===== src/tpmppt_pkg.sv =====
// ----------------------------------------------------------------------------
// tpmppt_pkg - shared types and constants of the three-point MPPT tracker
// Field widths, register indexes, phase codes and the power magnitude helper.
// ----------------------------------------------------------------------------
`default_nettype none

package tpmppt_pkg;

    localparam int VOLT_BITS  = 16;
    localparam int POWER_BITS = 32;
    localparam int CFG_BITS   = 16;
    localparam int STEP_BITS  = 16;
    localparam int CNT_BITS   = 16;
    localparam int PHASE_BITS = 2;
    localparam int RUN_BITS   = 4;
    localparam int HOLD_BITS  = 5;
    localparam int IDX_BITS   = 3;

    // Perturbed target: wide enough that voltage +/- step never wraps
    localparam int TGT_BITS = ((VOLT_BITS > STEP_BITS) ? VOLT_BITS : STEP_BITS) + 2;

    // Register indexes on the configuration port
    localparam logic [IDX_BITS-1:0] REG_UPDATE_INTERVAL = 3'd0;
    localparam logic [IDX_BITS-1:0] REG_INITIAL_STEP    = 3'd1;
    localparam logic [IDX_BITS-1:0] REG_STEP_MAX        = 3'd2;
    localparam logic [IDX_BITS-1:0] REG_STEP_MIN        = 3'd3;
    localparam logic [IDX_BITS-1:0] REG_SETPOINT_MAX    = 3'd4;
    localparam logic [IDX_BITS-1:0] REG_SETPOINT_MIN    = 3'd5;

    // Register reset values
    localparam logic [CFG_BITS-1:0] INTERVAL_RESET = 16'd100;
    localparam logic [CFG_BITS-1:0] INIT_STEP_RESET = 16'd16;
    localparam logic [CFG_BITS-1:0] STEP_MAX_RESET = 16'd256;
    localparam logic [CFG_BITS-1:0] STEP_MIN_RESET = 16'd4;
    localparam logic [CFG_BITS-1:0] SP_MAX_RESET   = 16'hFFFF;
    localparam logic [CFG_BITS-1:0] SP_MIN_RESET   = 16'd0;

    // Adaptation thresholds
    localparam logic [RUN_BITS-1:0]  RUN_LIMIT  = 4'd10;
    localparam logic [HOLD_BITS-1:0] HOLD_LIMIT = 5'd20;

    typedef enum logic [PHASE_BITS-1:0] {
        PH_REF  = 2'd0,
        PH_UP   = 2'd1,
        PH_DOWN = 2'd2
    } phase_t;

    typedef struct packed {
        logic [CFG_BITS-1:0] interval;
        logic [CFG_BITS-1:0] step_max;
        logic [CFG_BITS-1:0] step_min;
        logic [CFG_BITS-1:0] sp_max;
        logic [CFG_BITS-1:0] sp_min;
    } cfg_t;

    typedef struct packed {
        logic                  enable;
        logic [VOLT_BITS-1:0]  volt;
        logic [POWER_BITS-1:0] pwr_mag;
    } item_t;

    typedef struct packed {
        logic [VOLT_BITS-1:0] setpoint;
        logic [STEP_BITS-1:0] step;
        phase_t               phase;
    } result_t;

    // Two's complement magnitude; the most negative value maps to 2^(N-1)
    function automatic logic [POWER_BITS-1:0] magnitude(input logic [POWER_BITS-1:0] raw);
        logic [POWER_BITS-1:0] neg;
        neg = ~raw + 1'b1;
        return raw[POWER_BITS-1] ? neg : raw;
    endfunction

endpackage

`default_nettype wire


===== src/tpmppt_cfg_regs.sv =====
// ----------------------------------------------------------------------------
// tpmppt_cfg_regs - configuration register file
// Plain write port; indexes beyond the list are dropped.
// ----------------------------------------------------------------------------
`default_nettype none

module tpmppt_cfg_regs (
    input  wire logic                          aclk,
    input  wire logic                          aresetn,
    input  wire logic                          cfg_wr_en,
    input  wire logic [tpmppt_pkg::IDX_BITS-1:0] cfg_wr_index,
    input  wire logic [tpmppt_pkg::CFG_BITS-1:0] cfg_wr_data,
    output tpmppt_pkg::cfg_t                   cfg
);

    tpmppt_pkg::cfg_t cfg_reg;

    always_ff @(posedge aclk) begin
        if (!aresetn) begin
            cfg_reg.interval <= tpmppt_pkg::INTERVAL_RESET;
            cfg_reg.step_max <= tpmppt_pkg::STEP_MAX_RESET;
            cfg_reg.step_min <= tpmppt_pkg::STEP_MIN_RESET;
            cfg_reg.sp_max   <= tpmppt_pkg::SP_MAX_RESET;
            cfg_reg.sp_min   <= tpmppt_pkg::SP_MIN_RESET;
        end else if (cfg_wr_en) begin
            unique case (cfg_wr_index)
                tpmppt_pkg::REG_UPDATE_INTERVAL: cfg_reg.interval <= cfg_wr_data;
                // Initial step only matters at reset, where it is always its
                // reset value, so the write has nothing to change
                tpmppt_pkg::REG_INITIAL_STEP:    ;
                tpmppt_pkg::REG_STEP_MAX:        cfg_reg.step_max <= cfg_wr_data;
                tpmppt_pkg::REG_STEP_MIN:        cfg_reg.step_min <= cfg_wr_data;
                tpmppt_pkg::REG_SETPOINT_MAX:    cfg_reg.sp_max   <= cfg_wr_data;
                tpmppt_pkg::REG_SETPOINT_MIN:    cfg_reg.sp_min   <= cfg_wr_data;
                default: ;
            endcase
        end
    end

    assign cfg = cfg_reg;

endmodule

`default_nettype wire


===== src/tpmppt_in_stage.sv =====
// ----------------------------------------------------------------------------
// tpmppt_in_stage - input register
// Capture one beat and its power magnitude; hold it until the update advances.
// ----------------------------------------------------------------------------
`default_nettype none

module tpmppt_in_stage (
    input  wire logic                                   aclk,
    input  wire logic                                   aresetn,
    input  wire logic                                   s_valid,
    output logic                                        s_ready,
    input  wire logic                                   s_enable,
    input  wire logic [tpmppt_pkg::VOLT_BITS-1:0]         s_dc_voltage,
    input  wire logic signed [tpmppt_pkg::POWER_BITS-1:0] s_power_sample,
    input  wire logic                                   advance,
    output logic                                        item_valid,
    output tpmppt_pkg::item_t                           item
);

    logic              valid_reg;
    tpmppt_pkg::item_t item_reg;

    assign s_ready = !valid_reg || advance;

    always_ff @(posedge aclk) begin
        if (!aresetn) begin
            valid_reg <= 1'b0;
        end else if (s_ready) begin
            valid_reg <= s_valid;
        end
    end

    always_ff @(posedge aclk) begin
        if (s_valid && s_ready) begin
            item_reg.enable  <= s_enable;
            item_reg.volt    <= s_dc_voltage;
            item_reg.pwr_mag <= tpmppt_pkg::magnitude(s_power_sample);
        end
    end

    assign item_valid = valid_reg;
    assign item       = item_reg;

endmodule

`default_nettype wire


===== src/tpmppt_update.sv =====
// ----------------------------------------------------------------------------
// tpmppt_update - tracker state and single-pass update logic
// Tick counting, three-phase perturbation, decision, step adaptation, clamp.
// ----------------------------------------------------------------------------
`default_nettype none

module tpmppt_update (
    input  wire logic          aclk,
    input  wire logic          aresetn,
    input  wire logic          go,
    input  wire tpmppt_pkg::item_t item,
    input  wire tpmppt_pkg::cfg_t  cfg,
    output logic               fire,
    output tpmppt_pkg::result_t result
);

    localparam int TB = tpmppt_pkg::TGT_BITS;
    localparam int SB = tpmppt_pkg::STEP_BITS;

    logic [tpmppt_pkg::CNT_BITS-1:0]   tick_count_reg, tick_count_next, cnt_inc;
    tpmppt_pkg::phase_t                phase_reg, phase_next, phase_upd;
    logic [tpmppt_pkg::POWER_BITS-1:0] ref_power_reg, ref_power_next;
    logic [tpmppt_pkg::POWER_BITS-1:0] up_power_reg, up_power_next;
    logic [tpmppt_pkg::VOLT_BITS-1:0]  ref_voltage_reg, ref_voltage_next;
    logic [tpmppt_pkg::VOLT_BITS-1:0]  up_voltage_reg, up_voltage_next;
    logic [SB-1:0]                     step_reg, step_next, step_upd, step_half;
    logic [SB:0]                       step_dbl;
    logic [tpmppt_pkg::RUN_BITS-1:0]   rise_run_reg, rise_run_next, rise_upd;
    logic [tpmppt_pkg::RUN_BITS-1:0]   fall_run_reg, fall_run_next, fall_upd;
    logic [tpmppt_pkg::HOLD_BITS-1:0]  hold_run_reg, hold_run_next, hold_upd;
    logic signed [TB-1:0]              target, clamp_hi, clamp_lo, sp_max_s, sp_min_s;

    always_comb begin
        cnt_inc = tick_count_reg + 1'b1;
        fire    = go && item.enable && (cnt_inc >= cfg.interval);

        tick_count_next  = tick_count_reg;
        phase_next       = phase_reg;
        ref_power_next   = ref_power_reg;
        up_power_next    = up_power_reg;
        ref_voltage_next = ref_voltage_reg;
        up_voltage_next  = up_voltage_reg;
        step_next        = step_reg;
        rise_run_next    = rise_run_reg;
        fall_run_next    = fall_run_reg;
        hold_run_next    = hold_run_reg;

        rise_upd = rise_run_reg;
        fall_upd = fall_run_reg;
        hold_upd = hold_run_reg;

        if (go && item.enable) begin
            tick_count_next = fire ? '0 : cnt_inc;
        end

        // Phase action and perturbed or chosen target
        unique case (phase_reg)
            tpmppt_pkg::PH_UP: begin
                target    = $signed(TB'(ref_voltage_reg)) - $signed(TB'(step_reg));
                phase_upd = tpmppt_pkg::PH_DOWN;
            end
            tpmppt_pkg::PH_DOWN: begin
                phase_upd = tpmppt_pkg::PH_REF;
                if (ref_power_reg > up_power_reg && ref_power_reg < item.pwr_mag) begin
                    target   = $signed(TB'(item.volt));
                    rise_upd = rise_run_reg + 1'b1;
                    fall_upd = '0;
                    hold_upd = '0;
                end else if (ref_power_reg < up_power_reg && ref_power_reg > item.pwr_mag) begin
                    target   = $signed(TB'(up_voltage_reg));
                    fall_upd = fall_run_reg + 1'b1;
                    rise_upd = '0;
                    hold_upd = '0;
                end else begin
                    target   = $signed(TB'(ref_voltage_reg));
                    hold_upd = hold_run_reg + 1'b1;
                    rise_upd = '0;
                    fall_upd = '0;
                end
            end
            default: begin
                target    = $signed(TB'(item.volt)) + $signed(TB'(step_reg));
                phase_upd = tpmppt_pkg::PH_UP;
            end
        endcase

        // Step adaptation
        step_dbl  = {step_reg, 1'b0};
        step_half = step_reg >> 1;
        step_upd  = step_reg;
        if (rise_upd >= tpmppt_pkg::RUN_LIMIT || fall_upd >= tpmppt_pkg::RUN_LIMIT) begin
            rise_upd = '0;
            fall_upd = '0;
            step_upd = (step_dbl > {1'b0, cfg.step_max}) ? cfg.step_max : step_dbl[SB-1:0];
        end else if (hold_upd >= tpmppt_pkg::HOLD_LIMIT) begin
            hold_upd = '0;
            step_upd = (step_half < cfg.step_min) ? cfg.step_min : step_half;
        end

        // Clamp to max first, then min, so min wins when the limits cross
        sp_max_s = $signed(TB'(cfg.sp_max));
        sp_min_s = $signed(TB'(cfg.sp_min));
        clamp_hi = (target > sp_max_s) ? sp_max_s : target;
        clamp_lo = (clamp_hi < sp_min_s) ? sp_min_s : clamp_hi;

        if (fire) begin
            phase_next    = phase_upd;
            step_next     = step_upd;
            rise_run_next = rise_upd;
            fall_run_next = fall_upd;
            hold_run_next = hold_upd;
            unique case (phase_reg)
                tpmppt_pkg::PH_UP: begin
                    up_power_next   = item.pwr_mag;
                    up_voltage_next = item.volt;
                end
                tpmppt_pkg::PH_DOWN: ;
                default: begin
                    ref_power_next   = item.pwr_mag;
                    ref_voltage_next = item.volt;
                end
            endcase
        end

        result.setpoint = clamp_lo[tpmppt_pkg::VOLT_BITS-1:0];
        result.step     = step_upd;
        result.phase    = phase_upd;
    end

    always_ff @(posedge aclk) begin
        if (!aresetn) begin
            tick_count_reg  <= '0;
            phase_reg       <= tpmppt_pkg::PH_REF;
            ref_power_reg   <= '0;
            up_power_reg    <= '0;
            ref_voltage_reg <= '0;
            up_voltage_reg  <= '0;
            step_reg        <= tpmppt_pkg::INIT_STEP_RESET;
            rise_run_reg    <= '0;
            fall_run_reg    <= '0;
            hold_run_reg    <= '0;
        end else begin
            tick_count_reg  <= tick_count_next;
            phase_reg       <= phase_next;
            ref_power_reg   <= ref_power_next;
            up_power_reg    <= up_power_next;
            ref_voltage_reg <= ref_voltage_next;
            up_voltage_reg  <= up_voltage_next;
            step_reg        <= step_next;
            rise_run_reg    <= rise_run_next;
            fall_run_reg    <= fall_run_next;
            hold_run_reg    <= hold_run_next;
        end
    end

    a_fire_clears_count: assert property (@(posedge aclk) disable iff (!aresetn)
        fire |=> tick_count_reg == '0)
        else $error("tick count not cleared after an update");

    a_idle_holds_state: assert property (@(posedge aclk) disable iff (!aresetn)
        !fire |=> $stable(phase_reg) && $stable(step_reg))
        else $error("phase or step moved without an update");

    a_ref_to_up: assert property (@(posedge aclk) disable iff (!aresetn)
        fire && phase_reg == tpmppt_pkg::PH_REF |=> phase_reg == tpmppt_pkg::PH_UP)
        else $error("reference phase did not advance to up");

    a_down_to_ref: assert property (@(posedge aclk) disable iff (!aresetn)
        fire && phase_reg == tpmppt_pkg::PH_DOWN |=> phase_reg == tpmppt_pkg::PH_REF)
        else $error("down phase did not return to reference");

endmodule

`default_nettype wire


===== src/three_point_mppt_tracker_core.sv =====
// ----------------------------------------------------------------------------
// three_point_mppt_tracker_core - three-point perturb-and-observe MPPT
// Each input beat is held in the input register; a beat that causes an update
// loads its result into the result register. Throughput: one input beat per cycle
// unless a full result register is blocked, set by the single-pass update logic.
// Reset (aresetn low, synchronous): registers to defaults, tracker state
// cleared, step loaded with the initial step default, both channels emptied.
// ----------------------------------------------------------------------------
`default_nettype none

module three_point_mppt_tracker_core (
    input  wire logic                                   aclk,
    input  wire logic                                   aresetn,
    // configuration write port
    input  wire logic                                   cfg_wr_en,
    input  wire logic [tpmppt_pkg::IDX_BITS-1:0]          cfg_wr_index,
    input  wire logic [tpmppt_pkg::CFG_BITS-1:0]          cfg_wr_data,
    // input channel: one beat per tick
    input  wire logic                                   s_valid,
    output logic                                        s_ready,
    input  wire logic                                   s_enable,
    input  wire logic [tpmppt_pkg::VOLT_BITS-1:0]         s_dc_voltage,
    input  wire logic signed [tpmppt_pkg::POWER_BITS-1:0] s_power_sample,
    // result channel: one beat per update
    output logic                                        m_valid,
    input  wire logic                                   m_ready,
    output logic [tpmppt_pkg::VOLT_BITS-1:0]              m_voltage_setpoint,
    output logic [tpmppt_pkg::STEP_BITS-1:0]              m_current_step,
    output logic [tpmppt_pkg::PHASE_BITS-1:0]             m_next_phase
);

    tpmppt_pkg::cfg_t    cfg;
    tpmppt_pkg::item_t   item;
    tpmppt_pkg::result_t result;
    tpmppt_pkg::result_t result_reg;
    logic                item_valid;
    logic                advance;
    logic                fire;
    logic                m_valid_reg;

    tpmppt_cfg_regs u_cfg (
        .aclk         (aclk),
        .aresetn      (aresetn),
        .cfg_wr_en    (cfg_wr_en),
        .cfg_wr_index (cfg_wr_index),
        .cfg_wr_data  (cfg_wr_data),
        .cfg          (cfg)
    );

    // Advance the held beat whenever the result slot is empty or being taken;
    // beats that cause no result still pass through; enabled ones update the tick count.
    assign advance = item_valid && (!m_valid_reg || m_ready);

    tpmppt_in_stage u_in (
        .aclk           (aclk),
        .aresetn        (aresetn),
        .s_valid        (s_valid),
        .s_ready        (s_ready),
        .s_enable       (s_enable),
        .s_dc_voltage   (s_dc_voltage),
        .s_power_sample (s_power_sample),
        .advance        (advance),
        .item_valid     (item_valid),
        .item           (item)
    );

    tpmppt_update u_upd (
        .aclk    (aclk),
        .aresetn (aresetn),
        .go      (advance),
        .item    (item),
        .cfg     (cfg),
        .fire    (fire),
        .result  (result)
    );

    // Result register: load on an update, drop once the beat is taken
    always_ff @(posedge aclk) begin
        if (!aresetn) begin
            m_valid_reg <= 1'b0;
        end else if (advance) begin
            m_valid_reg <= fire;
        end else if (m_ready) begin
            m_valid_reg <= 1'b0;
        end
    end

    always_ff @(posedge aclk) begin
        if (advance && fire) begin
            result_reg <= result;
        end
    end

    assign m_valid            = m_valid_reg;
    assign m_voltage_setpoint = result_reg.setpoint;
    assign m_current_step     = result_reg.step;
    assign m_next_phase       = result_reg.phase;

    // Input side stalls only behind a full, blocked result register
    a_stall_cause: assert property (@(posedge aclk) disable iff (!aresetn)
        !s_ready |-> m_valid && !m_ready)
        else $error("input stalled without a blocked result");

endmodule

`default_nettype wire


===== config.mk =====
export PLATFORM = sky130hd
export DESIGN_NAME = three_point_mppt_tracker_core
export DESIGN_NICKNAME = d
export VERILOG_FILES = /design/src/tpmppt_pkg.sv /design/src/tpmppt_cfg_regs.sv /design/src/tpmppt_in_stage.sv /design/src/tpmppt_update.sv /design/src/three_point_mppt_tracker_core.sv
export SDC_FILE = /design/constraint.sdc
export NUM_CORES = 1
export LEC_CHECK = 0
export BUFFER_PORTS_ARGS = -buffer_cell sky130_fd_sc_hd__buf_2
export CAP_MARGIN = 40
export CORE_MARGIN = 2
export CORE_UTILIZATION = 25
export DETAILED_ROUTE_END_ITERATION = 12
export PLACE_DENSITY_LB_ADDON = 0.25
export SKIP_LAST_GASP = 1
export SYNTH_ARGS = -nofsm -noshare
export SYNTH_HDL_FRONTEND = slang
export SYNTH_SLANG_ARGS = --single-unit
export TNS_END_PERCENT = 1

===== constraint.sdc =====
create_clock -name aclk -period 15.1 [get_ports aclk]
set_clock_uncertainty 0.2 [all_clocks]
set_input_delay 0.755 -clock aclk [delete_from_list [all_inputs] [get_ports aclk]]
set_output_delay 0.755 -clock aclk [all_outputs]
set_load 0.01 [all_outputs]

==> results of run 1 <==
## cells in the final DEF, fill, tap and decap left out, types with 10 or more instances in the layout
master / synthesis / final
a21oi_1: 187 / 186
xnor2_1: 56 / 56
nand2_1: 230 / 230
ha_1: 179 / 179
a211oi_1: 17 / 17
buf_2: 16 / 108
nand3_1: 35 / 35
nand4_1: 21 / 21
nor2_1: 226 / 224
clkbuf_16: 0 / 39
edfxtp_1: 83 / 83
xor2_1: 23 / 23
nor3_1: 21 / 20
buf_4: 4 / 18
o21ai_0: 76 / 76
o31ai_1: 16 / 16
mux2_4: 10 / 10
or3_1: 18 / 18
mux2i_1: 93 / 93
dfxtp_1: 225 / 225
inv_1: 174 / 173
nand2b_1: 20 / 20
a31oi_1: 22 / 22
a21o_1: 35 / 35
o21a_1: 13 / 13
o221a_2: 13 / 13
mux2_2: 21 / 21
a221oi_1: 11 / 11
and3_1: 16 / 16
nor2b_1: 16 / 16
o211ai_1: 54 / 54
## kinds of logic after synthesis
group                      Yosys count  share of synthesized area (%)
AOI/OAI and AO/OA                  518                          18.24
xor gates and xnor gates            79                          3.703
adders and majority gates          181                          12.20
buffers and inverters              274                          5.773
DFF                                308                          37.45
muxes                              125                          7.112
and+or+nand+nor                    646                          15.52
## cell type report
type / instances / area [um2]
clock buffer: 50 / 1047
clock inverter: 18 / 192.7
fill: 7924 / 52640
inverter: 175 / 659.4
multi-input combinational: 1549 / 10640
sequential: 308 / 6997
tap: 969 / 1212
timing repair buffer: 133 / 810.8
## metal layers
| metal | part of all wire [%] | up-vias | global-route usage (%) |
|---|---|---|---|
| met5 | 0 | - | 0 |
| met4 | 3.1 | 0 | 4.989 |
| met3 | 4.3 | 99 | 2.224 |
| met2 | 49 | 358 | 25.67 |
| met1 | 44 | 7406 | 18.53 |
| li1 | - | 7700 | - |
## synthesized netlist by cell type, drive strengths merged (16+ instances only)
master	instances	area (um2)
edfxtp	83	2492
o31ai	18	153.9
mux2	32	397.9
clkbuf	70	262.8
nand2b	20	125.1
a21oi	189	953.4
o211ai	55	426.7
a31oi	24	171.4
mux2i	93	930.9
inv	175	656.9
nand4	21	131.4
a211oi	19	160.2
dfxtp	225	4504
nand3	35	175.2
nand2	230	863.3
o21ai	83	419.2
xnor2	56	490.5
buf	29	158.9
nor2b	16	100.1
a21o	35	262.8
nor3	21	105.1
xor2	23	201.4
ha	179	2240
or3	21	146.4
and3	17	111.4
nor2	228	865.8
## final timing paths
check                         from                     end  slack, ps  depth (start not counted)
hold / removal    s_dc_voltage[14]           u_in.item[46]        180                          1
setup reg to reg     u_in.item[15]  m_voltage_setpoint[15]       4670                         32
setup / recovery     u_in.item[15]  m_voltage_setpoint[15]       4670                         32
hold reg to reg      u_cfg.cfg[72]           u_cfg.cfg[72]        250                          2
## critical path, delay by kind of cell, from the launching register on
| kind | cells | cell delay (ps) |
|---|---|---|
| AOI/OAI and AO/OA | 19 | 5080 |
| and+or+nand+nor | 7 | 2620 |
| buffers and inverters | 1 | 60 |
| DFF | 1 | 380 |
| adders and majority gates | 3 | 980 |
| muxes | 2 | 830 |
## power groups by stage
stage          registers (mW)  clock network (mW)  logic, mW
2_1_floorplan           0.899                   0      0.114
3_5_place_dp            0.909                   0      0.169
3_3_place_gp            0.908                   0      0.164
4_1_cts                 0.891               0.953      0.169
6_report                0.890               0.921      0.168
5_1_grt                 0.892               0.989      0.187
## metrics by stage
| stage | cell area (um2) | instances | setup slack, ps |
|---|---|---|---|
| global route | 21560 | 3202 | 4051 |
| floorplan | 18680 | 2131 | 7339 |
| finish | 21560 | 3202 | 4671 |
| global placement | 20160 | 3124 | 5151 |
| detailed placement | 20320 | 3134 | 4782 |
| CTS | 21560 | 3202 | 4744 |
==> results.yml, run 1 <==
status:
  outcome: "complete, no violations"
layout:
  drive_gt1_share_pct: 11.96
  utilization_pct: 29.05
  largest_reg_flops: 80
  area_growth_pct: 15.38
  diodes: 0
  final_nets: 2458
yosys:
  yosysUniqueCellTypes: 88
  synthesis.area_um2: 18680
  ys_seq_elements: 308
  seq_area_frac_synth_pct: 37.45
  synth_ff_type: "dfxtp_1"
  yosys_warnings: 0
  syn_inst: 2131
  syn_nets: 2385
  synthArstFlopShare_pct: 0
  avgSynthCellArea_um2: 8.767
  synth_edf_count: 83
routing:
  dr_total_vias: 15560
  routed_wirelength_um: 58130
  ant_nets: 0
  via_per_inst: 4.860
  initialDrtViolationCount: 832
  post_drt_wl_per_cell_um: 18.15
  dr.pass1.iters: 5
  drc: 0
place:
  globalplace.congestion: 0.8603
  port_buffers: 108
  hpwl_um: 42570
clock_network:
  post_cts_buffers: 0
  tritoncts: "yes"
  clock_latency_ps: 560
  cts_htree_levels: 2
  postCtsHoldBufs: 0
  ctsResizeCount: 0
  numClockSinks: 308
  clk_path_buf_depth: 3
  cts-root-buf: "clkbuf_16"
  cts_buffers: 37
  clk_pin_slew_worst_paths_ps: 60
critical_path:
  critical_path_arrival_ps: 10540
  path_common_cell: "a21o_1"
  slowest_delay_ps: 760
  cp_slowest_cell: "a2111oi_0"
  cp.required_ps: 15210
  crit_path_max_fanout: 23
  cp-start-kind: "flip-flop"
  worstSetupPathType: "flip-flop to flip-flop"
  worstSetupEndpointType: "flip-flop"
power_and_ir_drop:
  p_seq_share_pct: 45.0
  switching_power_mw: 0.4971
  p_total_mw: 1.979
  pwr-share-clk_pct: 46.5
  max-vdd-ir-drop_uv: 67.69
  comb_power_share_pct: 8.5
  p_leak_nw: 8.419
  power_density_nw_per_um2: 91.81
  swShare_pct: 25.12
  internal_power_mw: 1.482
global_route:
  grt_pass1_vias: 15060
  grt_pass1_wl_um: 88890
  grt_overflow: 0
  grt_max_degree: 78
  antenna_found_initial: 0
  track_usage_pct: 14.75
floorplan:
  placementRows: 100
  ios: 109
  die_w_um: 277.4
  die-area_um2: 76930
  initial_utilization_pct: 25.18
  die_h_um: 277.4
  core_um2: 74200
timing:
  fin_crit_sh_pct: 69.07
  max_slew_margin_pct: 38.58
  finalSetupViolCount: 0
  min_period_ps: 10430
  rsz0062_at_grt: "false"
  finalHoldViolCount: 0
  clock.fmax_mhz: 95.89
  fin_setup_tns_ps: 0
  maxSlewViolCount: 0
  whs_ps: 175.8
  worstMarginPinSlew_ps: 919.4
job:
  cap_viol_max_count: 0
hold_path:
  holdCritPathClass: "primary input to flip-flop"
No activity file was read; power rests on OpenSTA's default activity.
==> run 2: changes to the inputs <==
==> constraint.sdc (replaced) <==
create_clock -name aclk -period 9.3 [get_ports aclk]
set_clock_uncertainty 0.2 [all_clocks]
set_input_delay 0.465 -clock aclk [delete_from_list [all_inputs] [get_ports aclk]]
set_output_delay 0.465 -clock aclk [all_outputs]
set_load 0.01 [all_outputs]
==> results.yml, run 2 (synthesized netlist as in run 1, its figures left out) <==
layout:
  largest_reg_flops: 80
  diodes: 0
  fin_area_um2: 22150
  area_growth_pct: 18.56
  fin_cells: 3252
  final_cell_mix: "nand2_1 (230), dfxtp_1 (225), nor2_1 (224)"
  layout_commonest_cell: "nand2_1"
  final_nets: 2507
  drive_gt1_share_pct: 12.48
critical_path:
  critical_path_arrival_ps: 8890
  cp-start-kind: "flip-flop"
  cp.required_ps: 9420
  reg2reg_setup_slack_ps: 530
  critical_path.startpoint: "u_upd.up_power_reg[13]"
  timing.rr.start: "u_upd.up_power_reg[13]"
  reg2regPathDepth: 34
  slowest_delay_ps: 530
  worstSetupPathType: "flip-flop to flip-flop"
  crit_end: "m_voltage_setpoint[3]"
  cp_slowest_cell: "nor4_1"
  r2r_end: "m_voltage_setpoint[3]"
  worstSetupEndpointType: "flip-flop"
  crit_path_max_fanout: 25
routing:
  routed_wirelength_um: 58000
  ant_nets: 0
  post_drt_wl_per_cell_um: 17.84
  dr_total_vias: 15780
  drc: 0
  dr.pass1.iters: 5
  via_per_inst: 4.853
  initialDrtViolationCount: 1114
global_route:
  grt_util_met1_pct: 18.44
  grt_pass1_vias: 15650
  grt_busiest_layer: "met2"
  use_met3_pct: 2.198
  grt_max_degree: 65
  grt_use_met2_pct: 26.52
  track_usage_pct: 14.83
  grt_pass1_wl_um: 90000
  grt_overflow: 0
  antenna_found_initial: 0
timing:
  maxSlewViolCount: 0
  fin_crit_sh_pct: 94.27
  max_slew_margin_pct: 42.37
  clock.fmax_mhz: 114.1
  rsz0062_at_grt: "false"
  worstMarginPinSlew_ps: 864.4
  finalHoldViolCount: 0
  finalSetupViolCount: 0
  whs_ps: 35.26
  fin_setup_tns_ps: 0
  min_period_ps: 8767
place:
  dp.cells: 3141
  dpl_cell_area_um2: 20380
  port_buffers: 108
  globalplace.congestion: 0.8772
  hpwl_um: 42970
floorplan:
  die-area_um2: 76930
  core_um2: 74200
  die_h_um: 277.4
  placementRows: 100
  initial_utilization_pct: 25.18
  ios: 109
  die_w_um: 277.4
power_and_ir_drop:
  p_leak_nw: 8.682
  max-vdd-ir-drop_uv: 112.8
  power_density_nw_per_um2: 148.9
hold_path:
  holdCritPathClass: "primary input to flip-flop"
  worst_hold_startpoint: "s_power_sample[25]"
clock_network:
  tritoncts: "yes"
  clk_pin_slew_worst_paths_ps: 60
  cts-root-buf: "clkbuf_16"
  numClockSinks: 308
  cts_htree_levels: 2
  clk_path_buf_depth: 3
  clock_latency_ps: 570
  cts_buffers: 39
status:
  outcome: "complete, no violations"
job:
  cap_viol_max_count: 0
## run 2: area by class of cell
| cell class | instances | area (um2) |
|---|---|---|
| sequential | 308 | 6997 |
| multi-input combinational | 1549 | 10670 |
| fill | 7859 | 52040 |
| inverter | 175 | 659.4 |
| tap | 969 | 1212 |
| clock buffer | 54 | 1146 |
| timing repair buffer | 180 | 1276 |
| clock inverter | 17 | 193.9 |
## run 2: timing repair
action | 4_1_cts | 5_1_grt
hold buffers | 35 | 0
setup endpoints to repair | 0 | 16
endpoints found under the hold margin | 42 | 0
buffers inserted | 0 | 5
resized for setup | 0 | 5
## run 2: worst min path at each step
stage | to | slack (ps) | depth (start not counted)
finish | u_in.item[25] | 40 | 2
global route | u_cfg.cfg[53] | 20 | 3
CTS | u_cfg.cfg[5] | 0.1 | 3
detailed placement | u_cfg.cfg[76] | 250 | 2
global placement | u_cfg.cfg[78] | 250 | 2
floorplan | u_cfg.cfg[36] | 240 | 2
## run 2: stage by stage
stage	utilization, %	setup WS (ps)	power (mW)
3_5_place_dp	27.47	415.3	1.749
5_1_grt	29.85	48.92	3.440
3_3_place_gp	27.23	528.9	1.741
6_report	29.85	532.8	3.298
4_1_cts	29.75	419.8	3.359
2_1_floorplan	-	1539	1.644
## run 2: critical path: cells and delay by family (launching register included)
kind                       cells  cell delay [ps]
AOI/OAI and AO/OA             16             3710
adders and majority gates      3              940
buffers and inverters          4              800
DFF                            1              310
muxes                          1              380
and+or+nand+nor               10             2160
## run 2: power by group
group          switching [mW]  leakage [nW]  internal, mW
clock network           0.620         0.648         0.949
logic                   0.161          5.40         0.123
registers              0.0325          2.63          1.41
total                   0.813          8.68          2.49
## run 2: per-layer routing
layer | part of all wire (%) | up-vias | wire [um]
met5 | 0 | - | 0
met3 | 4.6 | 88 | 2679
met1 | 43 | 7552 | 25180
met4 | 2.3 | 0 | 1354
met2 | 50 | 359 | 28790
li1 | - | 7784 | -
